==> src/rtl/gss_pkg.sv <==
// Shared types and codes for the sequential gearshift sequencer.
// No dependencies; imported by every module of the block.
package gss_pkg;

  // Fixed field widths of the channels
  localparam int unsigned NowW    = 32;
  localparam int unsigned FieldGW = 3;
  localparam int unsigned DelayW  = 16;
  localparam int unsigned CfgIdxW = 4;
  localparam int unsigned CfgDatW = 16;

  // Register reset values
  localparam logic [DelayW-1:0]  DelayRst   = 16'd20;
  localparam logic [FieldGW-1:0] TopGearRst = 3'd6;

  // Configuration register indexes
  localparam logic [CfgIdxW-1:0] CfgIdxDelay   = 4'd0;
  localparam logic [CfgIdxW-1:0] CfgIdxTopGear = 4'd1;

  typedef enum logic {
    OP_POLL   = 1'b0,
    OP_BUTTON = 1'b1
  } op_e;

  typedef enum logic [2:0] {
    BTN_NEUTRAL     = 3'd0,
    BTN_UP          = 3'd1,
    BTN_DOWN        = 3'd2,
    BTN_OVERRIDE    = 3'd3,
    BTN_DIRECT_UP   = 3'd4,
    BTN_DIRECT_DOWN = 3'd5
  } btn_kind_e;

  typedef enum logic [2:0] {
    CMD_NONE      = 3'd0,
    CMD_FWD_START = 3'd1,
    CMD_FWD_STOP  = 3'd2,
    CMD_BWD_START = 3'd3,
    CMD_BWD_SLOW  = 3'd4,
    CMD_BWD_STOP  = 3'd5
  } act_cmd_e;

  // One input word
  typedef struct packed {
    logic               opcode;
    logic [NowW-1:0]    now_ms;
    logic [2:0]         button_kind;
    logic [FieldGW-1:0] override_gear;
  } item_t;

  // One result word
  typedef struct packed {
    act_cmd_e           actuator_cmd;
    logic               spark_cut;
    logic [FieldGW-1:0] current_gear;
    logic               commit;
    logic               shifting;
  } result_t;

  // Configuration register contents
  typedef struct packed {
    logic [DelayW-1:0]  actuator_delay_ms;
    logic [FieldGW-1:0] top_gear;
  } cfg_t;

endpackage

==> src/rtl/gss_cfg_regs.sv <==
// Configuration registers of the gearshift sequencer.
// Depends on gss_pkg.
module gss_cfg_regs (
  input  logic                           clk_i,
  input  logic                           rst_ni,
  input  logic                           wr_en_i,
  input  logic [gss_pkg::CfgIdxW-1:0]    wr_idx_i,
  input  logic [gss_pkg::CfgDatW-1:0]    wr_data_i,
  output gss_pkg::cfg_t                  cfg_o
);
  import gss_pkg::*;

  cfg_t cfg_q;

  // Writes to unknown indexes are dropped
  always_ff @(posedge clk_i or negedge rst_ni) begin
    if (!rst_ni) begin
      cfg_q.actuator_delay_ms <= DelayRst;
      cfg_q.top_gear          <= TopGearRst;
    end else if (wr_en_i) begin
      if (wr_idx_i == CfgIdxDelay) begin
        cfg_q.actuator_delay_ms <= wr_data_i[DelayW-1:0];
      end
      if (wr_idx_i == CfgIdxTopGear) begin
        cfg_q.top_gear <= wr_data_i[FieldGW-1:0];
      end
    end
  end

  assign cfg_o = cfg_q;

endmodule

==> src/rtl/gss_in_stage.sv <==
// Input register of the gearshift sequencer: one word deep.
// Depends on gss_pkg.
module gss_in_stage (
  input  logic           clk_i,
  input  logic           rst_ni,
  input  logic           in_valid_i,
  output logic           in_stall_o,
  input  gss_pkg::item_t in_item_i,
  input  logic           go_i,
  output logic           s1_vld_o,
  output gss_pkg::item_t s1_item_o
);
  import gss_pkg::*;

  logic  vld_q;
  item_t item_q;
  logic  take;

  // Full and not draining this cycle means stall
  assign in_stall_o = vld_q && !go_i;
  assign take       = in_valid_i && !in_stall_o;

  always_ff @(posedge clk_i or negedge rst_ni) begin
    if (!rst_ni) begin
      vld_q <= 1'b0;
    end else if (take) begin
      vld_q <= 1'b1;
    end else if (go_i) begin
      vld_q <= 1'b0;
    end
  end

  // Payload, no reset
  always_ff @(posedge clk_i) begin
    if (take) begin
      item_q <= in_item_i;
    end
  end

  assign s1_vld_o  = vld_q;
  assign s1_item_o = item_q;

endmodule

==> src/rtl/gss_core.sv <==
// Shift state, next-state logic and result register of the sequencer.
// Depends on gss_pkg.
module gss_core #(
  parameter int unsigned TIME_BITS = 32,
  parameter int unsigned GEAR_BITS = 3
) (
  input  logic             clk_i,
  input  logic             rst_ni,
  input  gss_pkg::cfg_t    cfg_i,
  input  logic             s1_vld_i,
  input  gss_pkg::item_t   s1_item_i,
  output logic             go_o,
  output logic             out_vld_o,
  input  logic             out_stall_i,
  output gss_pkg::result_t out_res_o
);
  import gss_pkg::*;

  localparam logic [GEAR_BITS-1:0] GearZero = '0;
  localparam logic [GEAR_BITS-1:0] GearOne  = GEAR_BITS'(1);

  // Architectural state
  logic [GEAR_BITS-1:0] gear_now_q,    gear_now_d;
  logic [GEAR_BITS-1:0] gear_tgt_q,    gear_tgt_d;
  logic                 active_q,      active_d;
  logic [TIME_BITS-1:0] start_q,       start_d;
  logic                 cut_q,         cut_d;

  // Result register
  logic    out_vld_q;
  result_t res_q, res_d;

  logic go;

  // Move the input word through when the result slot is free or draining
  assign go   = s1_vld_i && (!out_vld_q || !out_stall_i);
  assign go_o = go;

  // Next state and result for the word in the input register
  always_comb begin
    logic [TIME_BITS-1:0] now_ext;
    logic [TIME_BITS-1:0] elapsed;
    logic [GEAR_BITS-1:0] top_ext;
    logic [GEAR_BITS-1:0] new_gear;
    act_cmd_e             start_cmd;
    act_cmd_e             stop_cmd;
    act_cmd_e             cmd;
    logic                 committed;

    now_ext   = TIME_BITS'(s1_item_i.now_ms);
    elapsed   = now_ext - start_q;
    top_ext   = GEAR_BITS'(cfg_i.top_gear);
    new_gear  = gear_now_q;
    start_cmd = CMD_NONE;
    stop_cmd  = CMD_NONE;
    cmd       = CMD_NONE;
    committed = 1'b0;

    gear_now_d = gear_now_q;
    gear_tgt_d = gear_tgt_q;
    active_d   = active_q;
    start_d    = start_q;
    cut_d      = cut_q;

    if (op_e'(s1_item_i.opcode) == OP_BUTTON) begin
      unique case (btn_kind_e'(s1_item_i.button_kind))
        BTN_NEUTRAL: gear_tgt_d = GearZero;
        BTN_UP, BTN_DIRECT_UP: begin
          if (gear_tgt_q < top_ext) gear_tgt_d = gear_tgt_q + GearOne;
        end
        BTN_DOWN: begin
          if (gear_tgt_q > GearOne) gear_tgt_d = gear_tgt_q - GearOne;
        end
        BTN_OVERRIDE: begin
          gear_now_d = GEAR_BITS'(s1_item_i.override_gear);
          gear_tgt_d = GEAR_BITS'(s1_item_i.override_gear);
          cut_d      = 1'b0;
          active_d   = 1'b0;
          start_d    = now_ext;
          committed  = 1'b1;
        end
        BTN_DIRECT_DOWN: begin
          if (gear_tgt_q > GearZero) gear_tgt_d = gear_tgt_q - GearOne;
        end
        default: ;  // unused kinds leave the state alone
      endcase
    end else if (gear_tgt_q != gear_now_q) begin
      // Path is picked fresh on every poll
      priority if (gear_tgt_q >= GearOne && gear_now_q == GearZero) begin
        start_cmd = CMD_FWD_START;
        stop_cmd  = CMD_FWD_STOP;
        new_gear  = GearOne;
      end else if (gear_tgt_q == GearZero && gear_now_q == GearOne) begin
        start_cmd = CMD_BWD_SLOW;
        stop_cmd  = CMD_BWD_STOP;
        new_gear  = GearZero;
      end else if (gear_tgt_q > gear_now_q) begin
        start_cmd = CMD_BWD_START;
        stop_cmd  = CMD_BWD_STOP;
        new_gear  = gear_now_q + GearOne;
      end else begin
        start_cmd = CMD_FWD_START;
        stop_cmd  = CMD_FWD_STOP;
        new_gear  = gear_now_q - GearOne;
      end

      if (!active_q) begin
        active_d = 1'b1;
        start_d  = now_ext;
        cut_d    = 1'b1;
        cmd      = start_cmd;
      end else if (elapsed > TIME_BITS'(cfg_i.actuator_delay_ms)) begin
        gear_now_d = new_gear;
        cut_d      = 1'b0;
        active_d   = 1'b0;
        start_d    = now_ext;
        committed  = 1'b1;
        cmd        = stop_cmd;
      end
    end

    res_d.actuator_cmd = cmd;
    res_d.spark_cut    = cut_d;
    res_d.current_gear = gear_now_d[FieldGW-1:0];
    res_d.commit       = committed;
    res_d.shifting     = active_d;
  end

  // State update, one word per cycle while the output is not stalled
  always_ff @(posedge clk_i or negedge rst_ni) begin
    if (!rst_ni) begin
      gear_now_q <= '0;
      gear_tgt_q <= '0;
      active_q   <= 1'b0;
      start_q    <= '0;
      cut_q      <= 1'b0;
    end else if (go) begin
      gear_now_q <= gear_now_d;
      gear_tgt_q <= gear_tgt_d;
      active_q   <= active_d;
      start_q    <= start_d;
      cut_q      <= cut_d;
    end
  end

  // Result valid flag
  always_ff @(posedge clk_i or negedge rst_ni) begin
    if (!rst_ni) begin
      out_vld_q <= 1'b0;
    end else if (go) begin
      out_vld_q <= 1'b1;
    end else if (!out_stall_i) begin
      out_vld_q <= 1'b0;
    end
  end

  always_ff @(posedge clk_i) begin
    if (go) begin
      res_q <= res_d;
    end
  end

  assign out_vld_o = out_vld_q;
  assign out_res_o = res_q;

endmodule

==> src/rtl/sequential_gearshift_sequencer.sv <==
// Top level of the sequential gearshift sequencer.
// Depends on gss_pkg, gss_cfg_regs, gss_in_stage and gss_core.
//
// Usage:
//  - Input channel (in_valid_i / in_stall_o) carries one word per event:
//    opcode_i selects a poll or a button event, now_ms_i is the free-running
//    millisecond tick, button_kind_i and override_gear_i qualify buttons.
//  - Output channel (out_valid_o / out_stall_i) returns exactly one word per
//    input word: actuator command, ignition cut level, engaged gear, commit
//    flag and shift-in-progress flag, in input order.
//  - Configuration channel (cfg_valid_i / cfg_ready_o) writes the actuator
//    delay (index 0) and the top gear (index 1); ready is always high.
//    Write only while no word is in flight.
//  - out_valid_o rises once a word has moved from the input register into the
//    result register; one word is accepted per cycle while the output is not
//    stalled, set by the state update in the core.
//  - Reset clears the gear state to neutral, ends any shift, drops the
//    ignition cut and loads the default delay of 20 ms and top gear 6.
//  - A stall on the output holds the result word; one more word waits in
//    the input register, after which in_stall_o goes high.
module sequential_gearshift_sequencer #(
  parameter int unsigned TIME_BITS = 32,
  parameter int unsigned GEAR_BITS = 3
) (
  input  logic                          clk_i,
  input  logic                          rst_ni,
  // input words
  input  logic                          in_valid_i,
  output logic                          in_stall_o,
  input  logic                          opcode_i,
  input  logic [gss_pkg::NowW-1:0]      now_ms_i,
  input  logic [2:0]                    button_kind_i,
  input  logic [gss_pkg::FieldGW-1:0]   override_gear_i,
  // result words
  output logic                          out_valid_o,
  input  logic                          out_stall_i,
  output logic [2:0]                    actuator_cmd_o,
  output logic                          spark_cut_o,
  output logic [gss_pkg::FieldGW-1:0]   current_gear_o,
  output logic                          commit_o,
  output logic                          shifting_o,
  // configuration writes
  input  logic                          cfg_valid_i,
  output logic                          cfg_ready_o,
  input  logic [gss_pkg::CfgIdxW-1:0]   cfg_index_i,
  input  logic [gss_pkg::CfgDatW-1:0]   cfg_data_i
);
  import gss_pkg::*;

  cfg_t    cfg;
  item_t   in_item;
  item_t   s1_item;
  logic    s1_vld;
  logic    go;
  result_t res;

  assign cfg_ready_o = 1'b1;

  gss_cfg_regs u_cfg (
    .clk_i     (clk_i),
    .rst_ni    (rst_ni),
    .wr_en_i   (cfg_valid_i && cfg_ready_o),
    .wr_idx_i  (cfg_index_i),
    .wr_data_i (cfg_data_i),
    .cfg_o     (cfg)
  );

  // Pack the input word
  assign in_item.opcode        = opcode_i;
  assign in_item.now_ms        = now_ms_i;
  assign in_item.button_kind   = button_kind_i;
  assign in_item.override_gear = override_gear_i;

  gss_in_stage u_in (
    .clk_i      (clk_i),
    .rst_ni     (rst_ni),
    .in_valid_i (in_valid_i),
    .in_stall_o (in_stall_o),
    .in_item_i  (in_item),
    .go_i       (go),
    .s1_vld_o   (s1_vld),
    .s1_item_o  (s1_item)
  );

  gss_core #(
    .TIME_BITS (TIME_BITS),
    .GEAR_BITS (GEAR_BITS)
  ) u_core (
    .clk_i       (clk_i),
    .rst_ni      (rst_ni),
    .cfg_i       (cfg),
    .s1_vld_i    (s1_vld),
    .s1_item_i   (s1_item),
    .go_o        (go),
    .out_vld_o   (out_valid_o),
    .out_stall_i (out_stall_i),
    .out_res_o   (res)
  );

  // Unpack the result word
  assign actuator_cmd_o = res.actuator_cmd;
  assign spark_cut_o    = res.spark_cut;
  assign current_gear_o = res.current_gear;
  assign commit_o       = res.commit;
  assign shifting_o     = res.shifting;

  // Ignition cut tracks the shift flag exactly
  a_cut_tracks_shift: assert property (@(posedge clk_i) disable iff (!rst_ni)
    out_valid_o |-> (spark_cut_o == shifting_o))
    else $error("ignition cut differs from shift flag");

  // A stop command always comes with a commit
  a_stop_commits: assert property (@(posedge clk_i) disable iff (!rst_ni)
    (out_valid_o && (actuator_cmd_o == CMD_FWD_STOP || actuator_cmd_o == CMD_BWD_STOP))
      |-> commit_o)
    else $error("stop command without commit");

  // A commit ends the shift
  a_commit_ends_shift: assert property (@(posedge clk_i) disable iff (!rst_ni)
    (out_valid_o && commit_o) |-> !shifting_o)
    else $error("commit while still shifting");

  // Input register drains whenever the output slot is free
  a_no_stall_when_free: assert property (@(posedge clk_i) disable iff (!rst_ni)
    !out_valid_o |-> !in_stall_o)
    else $error("input stalled with empty output slot");

endmodule
==> config.mk <==
export PLATFORM = sky130hd
export DESIGN_NAME = sequential_gearshift_sequencer
export DESIGN_NICKNAME = d
export VERILOG_FILES = /design/src/rtl/gss_pkg.sv /design/src/rtl/gss_cfg_regs.sv /design/src/rtl/gss_in_stage.sv /design/src/rtl/gss_core.sv /design/src/rtl/sequential_gearshift_sequencer.sv
export SDC_FILE = /design/constraint.sdc
export NUM_CORES = 1
export LEC_CHECK = 0
export BUFFER_PORTS_ARGS = -buffer_cell sky130_fd_sc_hd__clkbuf_2
export CAP_MARGIN = 5
export CORE_MARGIN = 5
export CORE_UTILIZATION = 24
export DETAILED_ROUTE_END_ITERATION = 16
export PLACE_DENSITY = 0.4
export SYNTH_ARGS = -nofsm -noshare
export SYNTH_HDL_FRONTEND = slang
export SYNTH_SLANG_ARGS = --single-unit
==> constraint.sdc <==
create_clock -name clk_i -period 7.51 [get_ports clk_i]
set_input_delay 1.1265 -clock clk_i [delete_from_list [all_inputs] [get_ports clk_i]]
set_output_delay 1.1265 -clock clk_i [all_outputs]
set_load 0.05 [all_outputs]
# Yosys cells after proc, flatten, opt, wreduce, memory -nomap -nowiden
# Cells that the tools add are included.
[word_totals]
input_bits = 64
reg_bits = 109
wordCells = 111
output_inout_bits = 12
[op_classes]
bitwise_logic = 1
add_sub_neg = 5
magnitude_cmp = 6
n_reduce_logical = 23
muxes = 44
n_eq_ne = 14
[ops]
columns = ["cell", "count"]
rows = [
  ["2-to-1 mux 32 bit", 5],
  ["2-to-1 mux 3 bit", 18],
  ["greater-than comparator 32 x 16 -> 1 bit", 1],
  ["subtractor 32 bit", 1],
  ["2-to-1 mux 1 bit", 19],
  ["one-hot mux 3 bit (5 select lines)", 1],
  ["logical NOT 3 bit", 3],
  ["inequality test 2 x 1 -> 1 bit, second input constant", 4],
  ["adder 3 x 1 -> 3 bit, second input constant", 2],
  ["equality test 3 x 1 -> 1 bit, second input constant", 2],
  ["equality test 3 x 2 -> 1 bit, second input constant", 2],
  ["equality test 3 bit, second input constant", 2],
  ["greater-than comparator 3 x 1 -> 1 bit, second input constant", 2],
  ["AND reduction 6 bit", 1],
  ["subtractor 3 x 1 -> 3 bit, second input constant", 2],
  ["logical AND 1 bit", 5],
  ["nonzero test 5 bit", 1],
  ["equality test 4 x 1 -> 1 bit, second input constant", 1],
  ["logical NOT 1 bit", 4],
  ["logical NOT 4 bit", 1],
  ["AND reduction 2 bit", 2],
  ["AND reduction 4 bit", 1],
  ["nonzero test 2 bit", 2],
  ["OR reduction 2 bit", 2],
  ["other kinds (9)", 9],
]

# Depth between registers and ports, before layout
[logic_depth]
depth_word = 8
ltp_mapped = 20
ltp_nobuf = 19

# Hierarchy
# Synthesis repeated with hierarchy kept, for this count alone.
[hier_totals]
cells_unflattened = 843
hier_area_um2 = 7771.2
[by_module_without_submodules]
columns = ["mod", "area_per_inst_um2", "instances", "cells_per_inst"]
rows = [
  ["gss_core", 5765.5, 1, 755],
  ["gss_in_stage", 1228.7, 1, 44],
  ["gss_cfg_regs", 765.7, 1, 42],
  ["sequential_gearshift_sequencer", 11.3, 1, 2],
]

# Worst setup path before layout
# Ideal clock, no wire load.
[synth_path]
path_kind = "reg2reg"
from = "register u_in.item_q (netlist bit u_in.s1_item_o[12])"
to = "register u_core.start_q[23]"
slack_ps = 3367
stages_incl_launch_ff = 20
period_less_slack_ps = 4143
path_buffers = 1
setup_ps = 127
arrival_ps = 4016
path_cell_list = "edfxtp_1 ha_1 a21oi_1 a21boi_0 a21oi_1 a21o_1 a21oi_1 xnor2_1 ha_1 a21o_1 nand3_1 a21oi_1 a211oi_1 a21o_1 nor4b_1 nand4b_1 or4_4 a21oi_4 buf_6 mux2_1"
[synth_between]
elab_chain_cells = 4
[synth_lines]
columns = ["item", "line_no", "rtl"]
rows = [
  ["start, declared", "gss_in_stage.sv:16", "item_t item_q;"],
  ["start signal, assigned", "gss_in_stage.sv:36", "item_q <= in_item_i;"],
  ["subtractor 32 bit", "gss_core.sv:51", "elapsed = now_ext - start_q;"],
  ["greater-than comparator 32 x 16 -> 1 bit", "gss_core.sv:112", "end else if (elapsed > TIME_BITS'(cfg_i.actuator_delay_ms)) begin"],
  ["inequality test 3 x 2 -> 1 bit (no line)", "--", ""],
  ["AND reduction 4 bit (no line)", "--", ""],
  ["end signal, assigned", "gss_core.sv:141", "start_q <= start_d;"],
  ["end, declared", "gss_core.sv:26", "logic [TIME_BITS-1:0] start_q, start_d;"],
]
# Every way passes these cells.
# A chain may end at the register's enable or synchronous reset.

# Worst setup path after layout
[layout_path]
from = "register u_in.item_q (netlist bit u_in.s1_item_o[6])"
to = "register u_core.start_q[18]"
# Same word-level chain as after synthesis.

==> metrics.cfg <==
[cts]
cts_tree = yes
cts_resized = 0
cts_hold_buf = 0
post_cts_buffers = 0
cts.sink_count = 109
path_clk_slew_ps = 80
root_buffer = clkbuf_16
cts_buffers = 9
insertion_delay_ps = 360
htree_levels = 3
cts_buffer_depth = 2

[global_routing]
antenna_found_initial = 0
grt_use_total_pct = 11.4
grt.overflow.total = 0
grt_first_pass_wirelength_um = 30700
grt_max_degree = 62
first_global_vias = 5679

[finish]
final_area_um2 = 8110
area_growth_pct = 14.9
nNetsFinal = 910
drive_above_1_share_pct = 14.6
antenna_cells = 0

[critical_path]
worstPathMaxFanout = 17
cp_cell_sequence = inv_1, ha_1, fa_1, nand2b_1, a21oi_1, o21ai_0, o211ai_1, xor2_1, ha_1, nand4_1, nor4_1, a21o_1, nor4b_1, nand4b_1, or4_4, a21oi_4, buf_4, mux2_1
cp.required_ps = 7730
crit_type = flip-flop to flip-flop
end_kind = flip-flop
critPathSlowestCell = a21oi_4
slowest_delay_ps = 580
cp.arrival_ps = 5450
cp-start-kind = flip-flop
crit_top_cell = ha_1

[power]
p_per_area_nw_per_um2 = 412
p_leak_nw = 3.48
ir_drop_mv = 0.139

[place]
place_congestion = 0.816
io_buffers = 74
placed_area_um2 = 7820
dpl.hpwl_um = 14200

[die]
dieArea_um2 = 32900
coreArea_um2 = 28900
pin_count = 76
die_width_um = 181
rows = 62
die_y_um = 181
start_util_pct = 24.4

[timing]
worst_pin_slew_ps = 1070
hold_viol = 0
fin_skew_ps = 16.3
slew_violations = 0
post-route-period-util_pct = 69.6
rsz0062_at_grt = false
fmax_mhz = 191
relSlewSlack_pct = 28.8
finalCriticalPeriod_ps = 5220
setup-tns-final_ps = 0
finalSetupViolCount = 0

[route]
ant_nets = 0
met2WireLength_um = 8480
routed-wl-met3_um = 538
drc_errors = 0
drt_first_pass_iters = 4
top_layer_used = met4
wl_met1_um = 8970
viasPerCell = 4.66
avgRoutedWirePerCell_um = 15.6
routed_wl_um = 18300
drt_iter0_markers = 230
routed-via-count = 5468

[synth]
synth_area_um2 = 7060
async_flop_share_pct = 56.0
synth_cell_type_count = 71
synthFlopType = dfrtp_1
yosysWarnings = 0
syn-num-nets = 845
syn_area_per_cell_um2 = 9.80
yosysTopAreaCell = edfxtp_1
yosys-top-cells-count = inv_1, nand2_1, ha_1
ys_ff_latch = 109
ys_seq_area_share_pct = 42.1
ys_top_cells_by_area = edfxtp_1, dfrtp_1, ha_1, mux2_1, a21oi_1
postSynthCellCount = 720
yosysMostFrequentCell = inv_1
synth_top_area_share_pct = 20.4
synth_edf_count = 48

[worst_hold_path]
hp-class = flip-flop to flip-flop

[run_status]
status = finished clean

[run]
drv_cap = 0

==> metrics by stage <==
step	util [%]	setup slack [ps]	power [mW]	hold WS, ps	std cells
finish	28.1	2290	3.34	491	1174
floorplan	-	3370	2.39	457	720
CTS	28.1	2200	3.39	495	1174
detailed placement	27.1	2240	2.89	473	1158
global route	28.1	1760	3.68	502	1174
global placement	27.1	2210	2.90	474	1158
==> final cells by class <==
class	instances	area, um^2
clock inverters	2	17.5
clock buffers	14	274
multi-input cells	525	3740
flip-flops and latches	109	2970
fillers	3142	20700
well taps	384	480
inverters	63	236
repair buffers	77	393
==> critical path: cells and delay by family (launching register included) <==
kind	cells	cell delay (ps)
xor gates and xnor gates	1	150
DFF	1	360
AOI/OAI and AO/OA	5	1440
muxes	1	350
buffers and inverters	2	430
adders and majority gates	3	940
and+or+nand+nor	6	1410
==> placed cells by master (no fill, tap or decap), types with 11 or more instances in the layout <==
cell       n
a21o_1    22
nand2_1   62
clkbuf_2  73
edfxtp_1  48
nand2b_1  13
a21oi_1   51
xnor2_1   13
mux2_1    29
ha_1      60
o21ai_0   41
nand4_1   16
nor2_1    49
xor2_1    11
inv_1     63
dfrtp_1   57
a211oi_1  11
==> cell families (layout without fill, tap and decap cells) <==
logic type	Yosys count	in the layout	share of synthesized area [%]
buffers and inverters	86	156	5.02
and+or+nand+nor	202	202	14.2
adders and majority gates	61	61	10.9
muxes	46	46	7.16
xor gates and xnor gates	24	24	2.98
other	1	1	0.0531
AOI/OAI and AO/OA	191	191	17.5
DFF	109	109	42.1
==> registers in the layout, summed over array words and instances, names as in the netlist, 3 cells and up <==
name	count
u_in.s1_item_o	39
u_core.start_q	32
u_cfg.cfg_o	19
u_core.gear_now_q	3
u_core.gear_tgt_q	3
u_core.out_res_o	9
==> final timing paths <==
kind	startpoint	endpoint	slack (ps)	depth (start not counted)
setup / recovery	u_in.s1_item_o[6]	u_core.start_q[18]	2290	18
hold / removal	u_core.start_q[19]	u_core.start_q[19]	490	1
setup reg to reg	u_in.s1_item_o[6]	u_core.start_q[18]	2290	18
hold reg to reg	u_core.start_q[19]	u_core.start_q[19]	490	1
max in group asynchronous	rst_ni	u_core.start_q[8]	5980	2
min in group asynchronous	rst_ni	u_core.gear_now_q[2]	950	2
==> where the power goes <==
group / internal (mW) / switching (mW)
logic: 0.777 / 1.18
clock network: 0.255 / 0.224
registers: 0.805 / 0.0986
total: 1.84 / 1.51
==> routing by layer <==
layer,vias up,GRT usage (%)
met3,20,1.98
li1,2747,-
met1,2610,15.7
met4,0,3.48
met2,91,18.4
met5,-,0
(Power assumes the default switching activity.)
